--- src/rtl/qslerp_pkg.sv ---
`timescale 1ns / 1ps
// Shared types, widths and CORDIC constants for the quaternion slerp block.
package qslerp_pkg;

  localparam int FRAC_BITS = 15;
  localparam int WORK_BITS = 30;
  localparam int CW        = 34;   // CORDIC datapath width
  localparam int MAX_STEPS = 30;

  localparam logic signed [CW-1:0] GAIN_INV = 34'sd652032874;

  // atan(2^-i) in Q4.30, truncated
  localparam logic signed [CW-1:0] ATAN_TAB [MAX_STEPS] = '{
    34'sd843314856, 34'sd497837829, 34'sd263043836, 34'sd133525158, 34'sd67021686,
    34'sd33543515, 34'sd16775850, 34'sd8388437, 34'sd4194282, 34'sd2097149,
    34'sd1048575, 34'sd524287, 34'sd262143, 34'sd131071, 34'sd65535,
    34'sd32767, 34'sd16383, 34'sd8191, 34'sd4095, 34'sd2047,
    34'sd1023, 34'sd511, 34'sd255, 34'sd127, 34'sd63,
    34'sd31, 34'sd15, 34'sd7, 34'sd3, 34'sd1
  };

  typedef struct packed {
    logic signed [15:0] from_w;
    logic signed [15:0] from_x;
    logic signed [15:0] from_y;
    logic signed [15:0] from_z;
    logic signed [15:0] to_w;
    logic signed [15:0] to_x;
    logic signed [15:0] to_y;
    logic signed [15:0] to_z;
    logic        [15:0] fraction;
  } req_t;

  typedef struct packed {
    logic signed [15:0] out_w;
    logic signed [15:0] out_x;
    logic signed [15:0] out_y;
    logic signed [15:0] out_z;
    logic               used_linear;
    logic               flipped_target;
  } res_t;

endpackage

--- src/rtl/qslerp_atan.sv ---
`timescale 1ns / 1ps
// Pipelined vectoring CORDIC giving atan2(y, x), one iteration per stage.
module qslerp_atan import qslerp_pkg::*; #(
  parameter int STEPS  = 16,
  parameter int SIDE_W = 1
) (
  input  logic                 clk,
  input  logic                 rst,
  input  logic                 in_valid,
  input  logic signed [CW-1:0] x_in,
  input  logic signed [CW-1:0] y_in,
  input  logic [SIDE_W-1:0]    in_side,
  output logic                 out_valid,
  output logic signed [CW-1:0] z_out,
  output logic [SIDE_W-1:0]    out_side
);

  logic                 v  [STEPS+1];
  logic signed [CW-1:0] x  [STEPS+1];
  logic signed [CW-1:0] y  [STEPS+1];
  logic signed [CW-1:0] z  [STEPS+1];
  logic [SIDE_W-1:0]    sd [STEPS+1];

  assign v[0]  = in_valid;
  assign x[0]  = x_in;
  assign y[0]  = y_in;
  assign z[0]  = '0;
  assign sd[0] = in_side;

  for (genvar i = 0; i < STEPS; i++) begin : g_iter
    localparam logic signed [CW-1:0] ANG = ATAN_TAB[i];

    always_ff @(posedge clk) begin
      if (rst) begin
        v[i+1] <= 1'b0;
      end else begin
        v[i+1] <= v[i];
      end
    end

    always_ff @(posedge clk) begin
      sd[i+1] <= sd[i];
      if (y[i] > 0) begin
        x[i+1] <= x[i] + (y[i] >>> i);
        y[i+1] <= y[i] - (x[i] >>> i);
        z[i+1] <= z[i] + ANG;
      end else begin
        x[i+1] <= x[i] - (y[i] >>> i);
        y[i+1] <= y[i] + (x[i] >>> i);
        z[i+1] <= z[i] - ANG;
      end
    end
  end

  assign out_valid = v[STEPS];
  assign z_out     = z[STEPS];
  assign out_side  = sd[STEPS];

endmodule

--- config.mk ---
export PLATFORM = sky130hd
export DESIGN_NAME = qslerp_atan
export DESIGN_NICKNAME = d
export VERILOG_FILES = /design/src/rtl/qslerp_pkg.sv /design/src/rtl/qslerp_atan.sv
export SDC_FILE = /design/constraint.sdc
export NUM_CORES = 2
export LEC_CHECK = 0
export BUFFER_PORTS_ARGS = -buffer_cell sky130_fd_sc_hd__buf_4
export CAP_MARGIN = 15
export CORE_MARGIN = 1.5
export CORE_UTILIZATION = 50
export DETAILED_ROUTE_END_ITERATION = 12
export PLACE_DENSITY = 0.68
export SLEW_MARGIN = 20
export SYNTH_ARGS = -nofsm -noshare
export SYNTH_HDL_FRONTEND = slang
export SYNTH_SLANG_ARGS = --single-unit
--- constraint.sdc ---
create_clock -name clk -period 8.1 [get_ports clk]
set_input_delay 1.62 -clock clk [delete_from_list [all_inputs] [get_ports clk]]
set_output_delay 1.62 -clock clk [all_outputs]
set_load 0.02 [all_outputs]
==> results.ini <==
[run_status]
outcome = finished clean

[timing]
setup_viol = 0
whs_ps = 290
fmax_mhz = 145
slew_headroom = 0.227
post-route-period-util = 0.849
tightestPinTransition_ps = 1130
final_hold_viol_count = 0
setup_tns_ps = 0
drv_slew = 0
rsz0062_at_grt = false
clock_skew_ps = 47.6
period_minus_slack_ps = 6880

[floorplan]
die_area_sq_um = 231000
io_pins = 108
die_h_um = 481
num_rows = 175
initial_core_util = 0.503
core_sq_um = 227000
die_w_um = 481

[synth]
seq_area_frac_synth = 0.263
yosys_register_bits = 1499
synth_cells = 13600
ys_async_sr_fraction = 0
yosysWarnings = 0
dominantRegCellSynth = dfxtp_1
syn_avg_cell_area_sq_um = 8.38
syn_area_sq_um = 114000
synth_edf_count = 0
synthDistinctLibCells = 92
syn_nets = 15200

[worst_setup_path]
crit_fanout = 12
critical-path-top-delay-family = simple AND/OR/NAND/NOR gates
cp_num_buf_inv = 1
cp-start-kind = register
endpoint_kind = register
reg2reg_depth = 22
critPathArrivalTime_ps = 7630
crit_slowest_cell = o311ai_0
cp_data_required_time_ps = 8850
crit_chain = or3_1 > nor3_1 > and3b_1 > nand3b_1 > or4_1 > nor4_1 > nor2b_1 > nor2_4 > clkinv_1 > nor2_1 > xnor2_1 > ha_1 > o21a_1 > o21a_1 > o311ai_0 > o41ai_1 > o311a_1 > nor3_1 > o31ai_1 > a21o_1 > a21oi_1 > xnor2_1
reg2reg_slack_ps = 1220
reg2reg_to = x[237]$_DFF_P_
criticalPathCategory = reg2reg
slowest_delay_ps = 710
reg2reg_from = y[247]$_DFF_P_

[cts]
clock-sinks = 1499
hold_buffers = 0
clockBufferDepth = 3
root_buffer = clkbuf_16
h-tree-depth = 4
clk_pin_slew_ps = 60
post_cts_buffers = 0
cts_resized = 0
cts_inserted_buffers = 166
cts_tree = yes
insertion_delay_ps = 830

[min_path]
min_to = sd[13]$_DFF_P_
min-delay-start = sd[14]$_DFF_P_
hold_path.class = reg2reg
min_path_cells = 0

[cells_and_area]
layout.nets = 15300
fillers = 21400
drive_gt1_frac = 0.0435
instances_no_fill = 16900
final_common_cell = dfxtp_1
syn_to_final_growth_pct = 8.47
final_cell_mix = dfxtp_1 (1499), ha_1 (1475), a21oi_1 (1330)

[global_routing]
grt_usage = 0.251
grt_first_pass_wirelength_mm = 478
grt_pass1_vias = 91400
overflow = 0
antenna_found_initial = 9
grt_max_degree = 68

[job]
cap_violations = 0

[route]
routed_via_density = 5.76
post-route-drc-count = 0
wirelength_mm = 298
vias = 97100
routedWlPerCell_um = 17.7
drt_pass1_iterations = 6
drt.antenna.violating_nets = 0
drtIter0Drc = 6671

[place]
gp_congestion = 0.958
port_buffers = 106
placed_cells = 16600
hpwlAfterDp_mm = 241

## cell type report
cell class,count,area [sq um],share of cell area
clock buffer,222,4660,0.0376
clock inverter,80,1050,0.00848
timing repair buffer,149,1120,0.00903
inverter,623,2340,0.0189
tap,3009,3760,0.0304
multi-input combinational,11300,81000,0.653
sequential,1499,30000,0.242
antenna,6,15.0,0.000121
## registers in the layout, summed over array words and instances (netlist names)
| signal | cells |
|---|---|
| out_side | 1 |
| out_valid | 1 |
| sd | 15 |
| v | 15 |
| x | 461 |
| y | 510 |
| z | 463 |
| z_out | 33 |
## kinds of logic (layout without fill, tap and decap cells)
| logic type | Yosys count | in the layout | synth area share |
|---|---|---|---|
| other cells | 1 | 7 | 0.0000328 |
| fa+ha+maj | 1513 | 1513 | 0.168 |
| simple gates | 3517 | 3517 | 0.151 |
| flops | 1499 | 1499 | 0.263 |
| compound gates | 4297 | 4297 | 0.239 |
| xor+xnor | 1915 | 1915 | 0.147 |
| buf+inv | 863 | 1074 | 0.0298 |
| mux | 31 | 31 | 0.00278 |
## stage by stage
stage | utilization | setup slack, ps | cell area (sq um)
2_1_floorplan | - | 2080 | 114000
3_3_place_gp | 0.520 | 1610 | 118000
3_5_place_dp | 0.520 | 1440 | 118000
4_1_cts | 0.545 | 1390 | 124000
5_1_grt | 0.545 | 804 | 124000
6_report | 0.545 | 1220 | 124000
## how the worst max path moves through the flow
| stage | startpoint | endpoint | depth (start not counted) |
|---|---|---|---|
| detailed placement | y[247]$_DFF_P_ | y[237]$_DFF_P_ | 24 |
| finish | y[247]$_DFF_P_ | x[237]$_DFF_P_ | 22 |
| floorplan | y[330]$_DFF_P_ | x[304]$_DFF_P_ | 24 |
| CTS | y[247]$_DFF_P_ | y[237]$_DFF_P_ | 24 |
| global route | y[247]$_DFF_P_ | y[237]$_DFF_P_ | 24 |
| global placement | y[247]$_DFF_P_ | x[237]$_DFF_P_ | 22 |
## cell usage after synthesis, types with 78 or more instances
cell type | count | area share
dfxtp_1 | 1499 | 0.26
ha_1 | 1475 | 0.16
a21oi_1 | 1333 | 0.058
xnor2_1 | 1324 | 0.10
nor2_1 | 983 | 0.032
o21ai_0 | 904 | 0.040
nand2_1 | 795 | 0.026
a21o_1 | 666 | 0.044
inv_1 | 614 | 0.020
xor2_1 | 591 | 0.045
nor3_1 | 302 | 0.013
nand3_1 | 238 | 0.010
nand2b_1 | 231 | 0.013
nor2b_1 | 210 | 0.012
o21a_1 | 210 | 0.014
o31ai_1 | 202 | 0.013
clkbuf_1 | 183 | 0.0060
o21bai_1 | 170 | 0.011
or3_1 | 123 | 0.0067
nor4_1 | 113 | 0.0062
nand4_1 | 107 | 0.0059
a31oi_1 | 104 | 0.0057
and3_1 | 104 | 0.0057
a211oi_1 | 100 | 0.0066
o41ai_1 | 82 | 0.0063
or2_2 | 78 | 0.0043
## per-layer routing
| metal | vias to the layer above | global-route usage | part of all wire |
|---|---|---|---|
| met1 | 44700 | 0.330 | 0.46 |
| met4 | 6 | 0.0878 | 0.034 |
| met2 | 2480 | 0.421 | 0.45 |
| met5 | - | 0 | 0.00013 |
| met3 | 522 | 0.0297 | 0.055 |
| li1 | 49400 | - | - |
## worst reg2reg max path, cell delays in order (launching register included)
cell and delay, ps:
dfxtp_1 340, or3_1 440, nor3_1 510, and3b_1 370
nand3b_1 230, or4_1 530, nor4_1 290, nor2b_1 370
nor2_4 150, clkinv_1 290, nor2_1 100, xnor2_1 140
ha_1 320, o21a_1 130, o21a_1 210, o311ai_0 710
o41ai_1 290, o311a_1 410, nor3_1 310, o31ai_1 170
a21o_1 200, a21oi_1 170, xnor2_1 140
Power is not shown: default switching activity piles up to over one toggle a cycle in this logic, so the estimate is an artifact.
