$ cat config.mk
export PLATFORM = sky130hd
export DESIGN_NAME = qslerp_sqrt
export DESIGN_NICKNAME = d
export VERILOG_FILES = /design/src/rtl/qslerp_pkg.sv /design/src/rtl/qslerp_sqrt.sv
export SDC_FILE = /design/constraint.sdc
export NUM_CORES = 2
export LEC_CHECK = 0
export ABC_AREA = 0
export BUFFER_PORTS_ARGS = -buffer_cell sky130_fd_sc_hd__buf_2
export CAP_MARGIN = 40
export CORE_ASPECT_RATIO = 1.5
export CORE_MARGIN = 5
export CORE_UTILIZATION = 50
export DETAILED_ROUTE_END_ITERATION = 12
export PLACE_DENSITY = 0.68
export SLEW_MARGIN = 20
export SYNTH_ARGS = -nofsm -noshare
export SYNTH_HDL_FRONTEND = slang
export SYNTH_SLANG_ARGS = --single-unit
$ cat constraint.sdc
create_clock -name clk -period 3.2 [get_ports clk]
set_input_delay 0.32 -clock clk [delete_from_list [all_inputs] [get_ports clk]]
set_output_delay 0.32 -clock clk [all_outputs]
set_load 0.005 [all_outputs]
$ cat src/rtl/qslerp_pkg.sv
`timescale 1ns / 1ps
// Shared types, widths and CORDIC constants for the quaternion slerp block.
package qslerp_pkg;

  localparam int FRAC_BITS = 15;
  localparam int WORK_BITS = 30;
  localparam int CW        = 34;   // CORDIC datapath width
  localparam int MAX_STEPS = 30;

  localparam logic signed [CW-1:0] GAIN_INV = 34'sd652032874;

  // atan(2^-i) in Q4.30, truncated
  localparam logic signed [CW-1:0] ATAN_TAB [MAX_STEPS] = '{
    34'sd843314856, 34'sd497837829, 34'sd263043836, 34'sd133525158, 34'sd67021686,
    34'sd33543515, 34'sd16775850, 34'sd8388437, 34'sd4194282, 34'sd2097149,
    34'sd1048575, 34'sd524287, 34'sd262143, 34'sd131071, 34'sd65535,
    34'sd32767, 34'sd16383, 34'sd8191, 34'sd4095, 34'sd2047,
    34'sd1023, 34'sd511, 34'sd255, 34'sd127, 34'sd63,
    34'sd31, 34'sd15, 34'sd7, 34'sd3, 34'sd1
  };

  typedef struct packed {
    logic signed [15:0] from_w;
    logic signed [15:0] from_x;
    logic signed [15:0] from_y;
    logic signed [15:0] from_z;
    logic signed [15:0] to_w;
    logic signed [15:0] to_x;
    logic signed [15:0] to_y;
    logic signed [15:0] to_z;
    logic        [15:0] fraction;
  } req_t;

  typedef struct packed {
    logic signed [15:0] out_w;
    logic signed [15:0] out_x;
    logic signed [15:0] out_y;
    logic signed [15:0] out_z;
    logic               used_linear;
    logic               flipped_target;
  } res_t;

endpackage

$ cat src/rtl/qslerp_sqrt.sv
`timescale 1ns / 1ps
// Pipelined integer square root, one result bit per stage.
module qslerp_sqrt import qslerp_pkg::*; #(
  parameter int SIDE_W = 1
) (
  input  logic              clk,
  input  logic              rst,
  input  logic              in_valid,
  input  logic [63:0]       rad,
  input  logic [SIDE_W-1:0] in_side,
  output logic              out_valid,
  output logic [30:0]       root,
  output logic [SIDE_W-1:0] out_side
);

  localparam int STEPS = 32;

  logic              v   [STEPS+1];
  logic [63:0]       rem [STEPS+1];
  logic [63:0]       acc [STEPS+1];
  logic [SIDE_W-1:0] sd  [STEPS+1];

  assign v[0]   = in_valid;
  assign rem[0] = rad;
  assign acc[0] = 64'd0;
  assign sd[0]  = in_side;

  for (genvar k = 0; k < STEPS; k++) begin : g_step
    localparam logic [63:0] BITV = 64'd1 << (62 - 2 * k);
    logic [63:0] trial;
    assign trial = acc[k] + BITV;

    always_ff @(posedge clk) begin
      if (rst) begin
        v[k+1] <= 1'b0;
      end else begin
        v[k+1] <= v[k];
      end
    end

    always_ff @(posedge clk) begin
      sd[k+1] <= sd[k];
      if (rem[k] >= trial) begin
        rem[k+1] <= rem[k] - trial;
        acc[k+1] <= (acc[k] >> 1) + BITV;
      end else begin
        rem[k+1] <= rem[k];
        acc[k+1] <= acc[k] >> 1;
      end
    end
  end

  assign out_valid = v[STEPS];
  assign root      = acc[STEPS][30:0];
  assign out_side  = sd[STEPS];

endmodule

==> impl_results.md <==
- DR iter-0 viols: roughly 3800
- Post-Syn Area: ~97000 um^2
- Core region area: 193700 um^2
- Routability Congestion: around 0.97
- GRT Total Usage: 26.18%
- Cells after Synth: around 10000
- Seq pwr share: between 40 and 50%
- Finished Core Util: between 60% and 70%
- Share of layout cells above drive strength 1: approximately a fifth
- Vias per inst: about 5.4
- Fillcell total: roughly 15000
- Startpoint Class: flip-flop
- Slew Limit Fails: 0
- Final period util: 107.6%
- Worst-case clock skew: approximately 0.12 ns
- Overflow after GRT: 0
- Setup ws final: -0.2446 ns
- Sw Ratio: between 30% and 40%
- Initial antenna violation count: 11
- Avg Cell Area, Syn: 9.926 um^2
- Hold crit path type: in -> reg
- Distinct cells, synth: 93
- Post-DR wirelength/cell: between 15 and 20 um
- Crit end category: flip-flop
- Power per cell area: 856.3 nW/um^2
- Clk_lat worst skew: roughly 0.94 ns
- Hpwl dp: about 210 mm
- Ys async rst share: 0%
- P&R area growth vs syn: 25.70%
- ANT nets after route: 0
- Number of synthesis warnings: 0
- Die width: around 370 um
- Most frequent cell after synthesis: dfxtp_1
- Clk sinks: roughly 2600
- Multi-input gate area: 45250 um^2
- Design Power: between 0.1 and 0.15 W
- Drc violations: 0
- Main synth FF type: dfxtp_1
- RSZ-0062 raised after global routing: yes
- Synth cell count leaders: dfxtp_1 (2575), nand2_1 (710), inv_1 (686)
- Final nets: between 10000 and 15000
- Psw: roughly 0.034 W
- Synth area leader: dfxtp_1
- Root Driver: clkbuf_16
- Relative slew margins: a little under half
- Combinational fraction of design power: between 20% and 30%
- Row Count: approximately 200
- CTS Buf Count: about 230
- Setup WS pre-CTS: -0.7664 ns
- Number of synthesized flops with an enable pin: 0
- Period minus WS final: ~3.4 ns
- Crit path max fanout: 6
- Io pins: 101
- Port bufs: 100
- Final setup violation count: 20
- Maximum VDD drop: just over 0.8 mV
- H-tree Lvls: 4
- DR vias: 76040
- Reg clk slew, reported paths: about 0.070 ns
- DIE HEIGHT: ~550 um
- Largest net degree at the start of global routing: 53
- Initial Util: 50.20%
- Final WL: about 280 mm
- CTS tree: yes
- Clock buffer depth: 4
- Leakage: around 56 nW
- Largest cells by area after synthesis: dfxtp_1 (53%), ha_1 (7.2%), xnor2_1 (4.2%)
- P_int: 0.07088 W
- Mapped Nets: between 10000 and 15000
- Reg area: between 50000 and 60000 um^2
- Req. time, crit path: between 3 and 4 ns
- Final Hold Fails: 0
- Max Cap Viol: 0
- Slew @ Worst Pin: a little under 0.8 ns
- Die area: just over 200000 um^2
- First-pass GRT wire length: 420.2 mm
- Status: finished, violations left
- Worst Path Class, Setup: reg -> reg
- Flops & latches, synth: about 2600
- Synth top area share: a little over half
- First-pass DRT Iterations: 6
- Failing checks: setup timing
- Share of the yosys chip area belonging to registers: around 53%
- Clock share of power: approximately 28%
- Number of global-route vias before repair: ~80000
- Maximum operating frequency: around 290 MHz
- Critical Path AT: roughly 4.2 ns
-- cell type report --
| cell class | instances | share of cell area, % |
|---|---|---|
| Tap cell | 2600 | 2.661 |
| Multi-Input combinational cell | 6297 | 37.01 |
| Clock buffer | 304 | 5.349 |
| Antenna cell | 15 | 0.03071 |
| Clock inverter | 116 | 1.348 |
| Timing Repair Buffer | 1424 | 9.238 |
| Sequential cell | 2575 | 42.23 |
| Inverter | 692 | 2.131 |
-- state kept, by name, indices dropped and copies added, names as in the netlist --
signal	cells
rem	1984
acc	496
root	31
sd	31
v	31
out_side	1
out_valid	1
-- power by group through the flow --
stage	sequential (W)	combinational (W)	clock (W)
floorplan	0.0433	0.0188	0
global placement	0.0451	0.0276	0
detailed placement	0.0452	0.0282	0
CTS	0.0447	0.0293	0.0300
global route	0.0456	0.0331	0.0314
finish	0.0449	0.0302	0.0296
-- layer usage --
layer | part of all wire [%] | global-route usage (%) | routed length (um) | up-vias
met5 | 0.0097 | 0 | 27 | -
met4 | 9.9 | 21.51 | 27620 | 4
met3 | 3.1 | 3.183 | 8512 | 1105
met2 | 57 | 54.75 | 158000 | 1887
met1 | 30 | 20.78 | 83890 | 36110
li1 | - | - | - | 36930
-- cell usage in the layout (no fill, tap or decap), types with 33 or more instances in the layout --
master | Yosys | final
and3_1 | 49 | 43
ha_4 | 0 | 53
nor4_1 | 321 | 274
o31ai_1 | 47 | 41
clkbuf_16 | 0 | 239
or2_2 | 49 | 44
nand4_1 | 173 | 173
mux2_2 | 50 | 50
o21bai_1 | 48 | 44
and2_1 | 39 | 35
nand2b_1 | 116 | 113
xor2_1 | 418 | 418
or4_1 | 73 | 52
or3_1 | 94 | 83
o21ai_0 | 499 | 466
buf_4 | 32 | 1136
a21o_1 | 249 | 249
nor3_2 | 3 | 34
clkinv_2 | 0 | 35
nor2_1 | 621 | 595
clkbuf_8 | 0 | 42
o211ai_1 | 33 | 33
o21a_1 | 89 | 88
dfxtp_1 | 2575 | 2520
nand3_1 | 147 | 135
xnor2_1 | 464 | 458
nor2b_1 | 103 | 97
dfxtp_2 | 0 | 54
dlygate4sd3_1 | 0 | 120
nand3b_1 | 38 | 38
bufinv_16 | 0 | 35
a21oi_1 | 541 | 512
inv_1 | 686 | 667
ha_1 | 558 | 495
nor3_1 | 250 | 202
a31oi_1 | 47 | 40
nand2_1 | 710 | 688
buf_2 | 14 | 102
-- worst max-delay path, stage by stage, from the launching register on --
cell and delay [ns]:
dfxtp_2 0.33, inv_2 0.04, ha_4 0.26, nand4_1 0.11, or3_4 0.37, or4_4 0.51, nor3_2 0.19, and4bb_2 0.27
or4_4 0.45, a211oi_4 0.34, buf_6 0.19, nand4b_1 0.12, xnor2_1 0.14
-- kinds of logic (layout without fill, tap and decap cells) --
family                     Yosys count  after routing  synth area share, %
DFF                               2575           2575                53.01
and+or+nand+nor                   2942           2942                15.56
AOI/OAI and AO/OA                 1854           1854                11.90
muxes                               61             61               0.6935
xor gates and xnor gates           882            882                7.944
adders and majority gates          558            558                7.179
other                                0             15                    0
buffers and inverters              925           2536                3.720
-- path summary, 6_finish.rpt --
check        slack [ns]               from  cells past startpoint                 to
max               -0.24   acc[221]$_DFF_P_                     12   rem[181]$_DFF_P_
min                0.04            rad[41]                      2  rem[2025]$_DFF_P_
max reg2reg       -0.24   acc[221]$_DFF_P_                     12   rem[181]$_DFF_P_
min reg2reg        0.30  rem[1485]$_DFF_P_                      0  rem[1421]$_DFF_P_
-- what timing repair did --
action | 4_1_cts | 5_1_grt
hold endpoints to repair | 98 | 0
cloned | 5 | 6
gates resized for setup | 321 | 372
buffers inserted | 38 | 31
hold buffers | 120 | 0
pin swaps | 98 | 138
endpoints found under the setup margin | 519 | 468
-- per-stage QoR --
| stage | cell area (um^2) | hold slack, ns | TNS, ns | instances |
|---|---|---|---|---|
| CTS | 120100 | 0.002447 | -2.749 | 13970 |
| detailed placement | 108800 | 0.3121 | -102.64 | 13390 |
| floorplan | 97320 | 0.3096 | 0 | 9797 |
| global route | 122200 | 0.01041 | -6.336 | 14020 |
| finish | 122200 | 0.03877 | -2.058 | 14020 |
| global placement | 108700 | 0.3102 | -141.58 | 13390 |
Power figures use the tool's default switching activity.
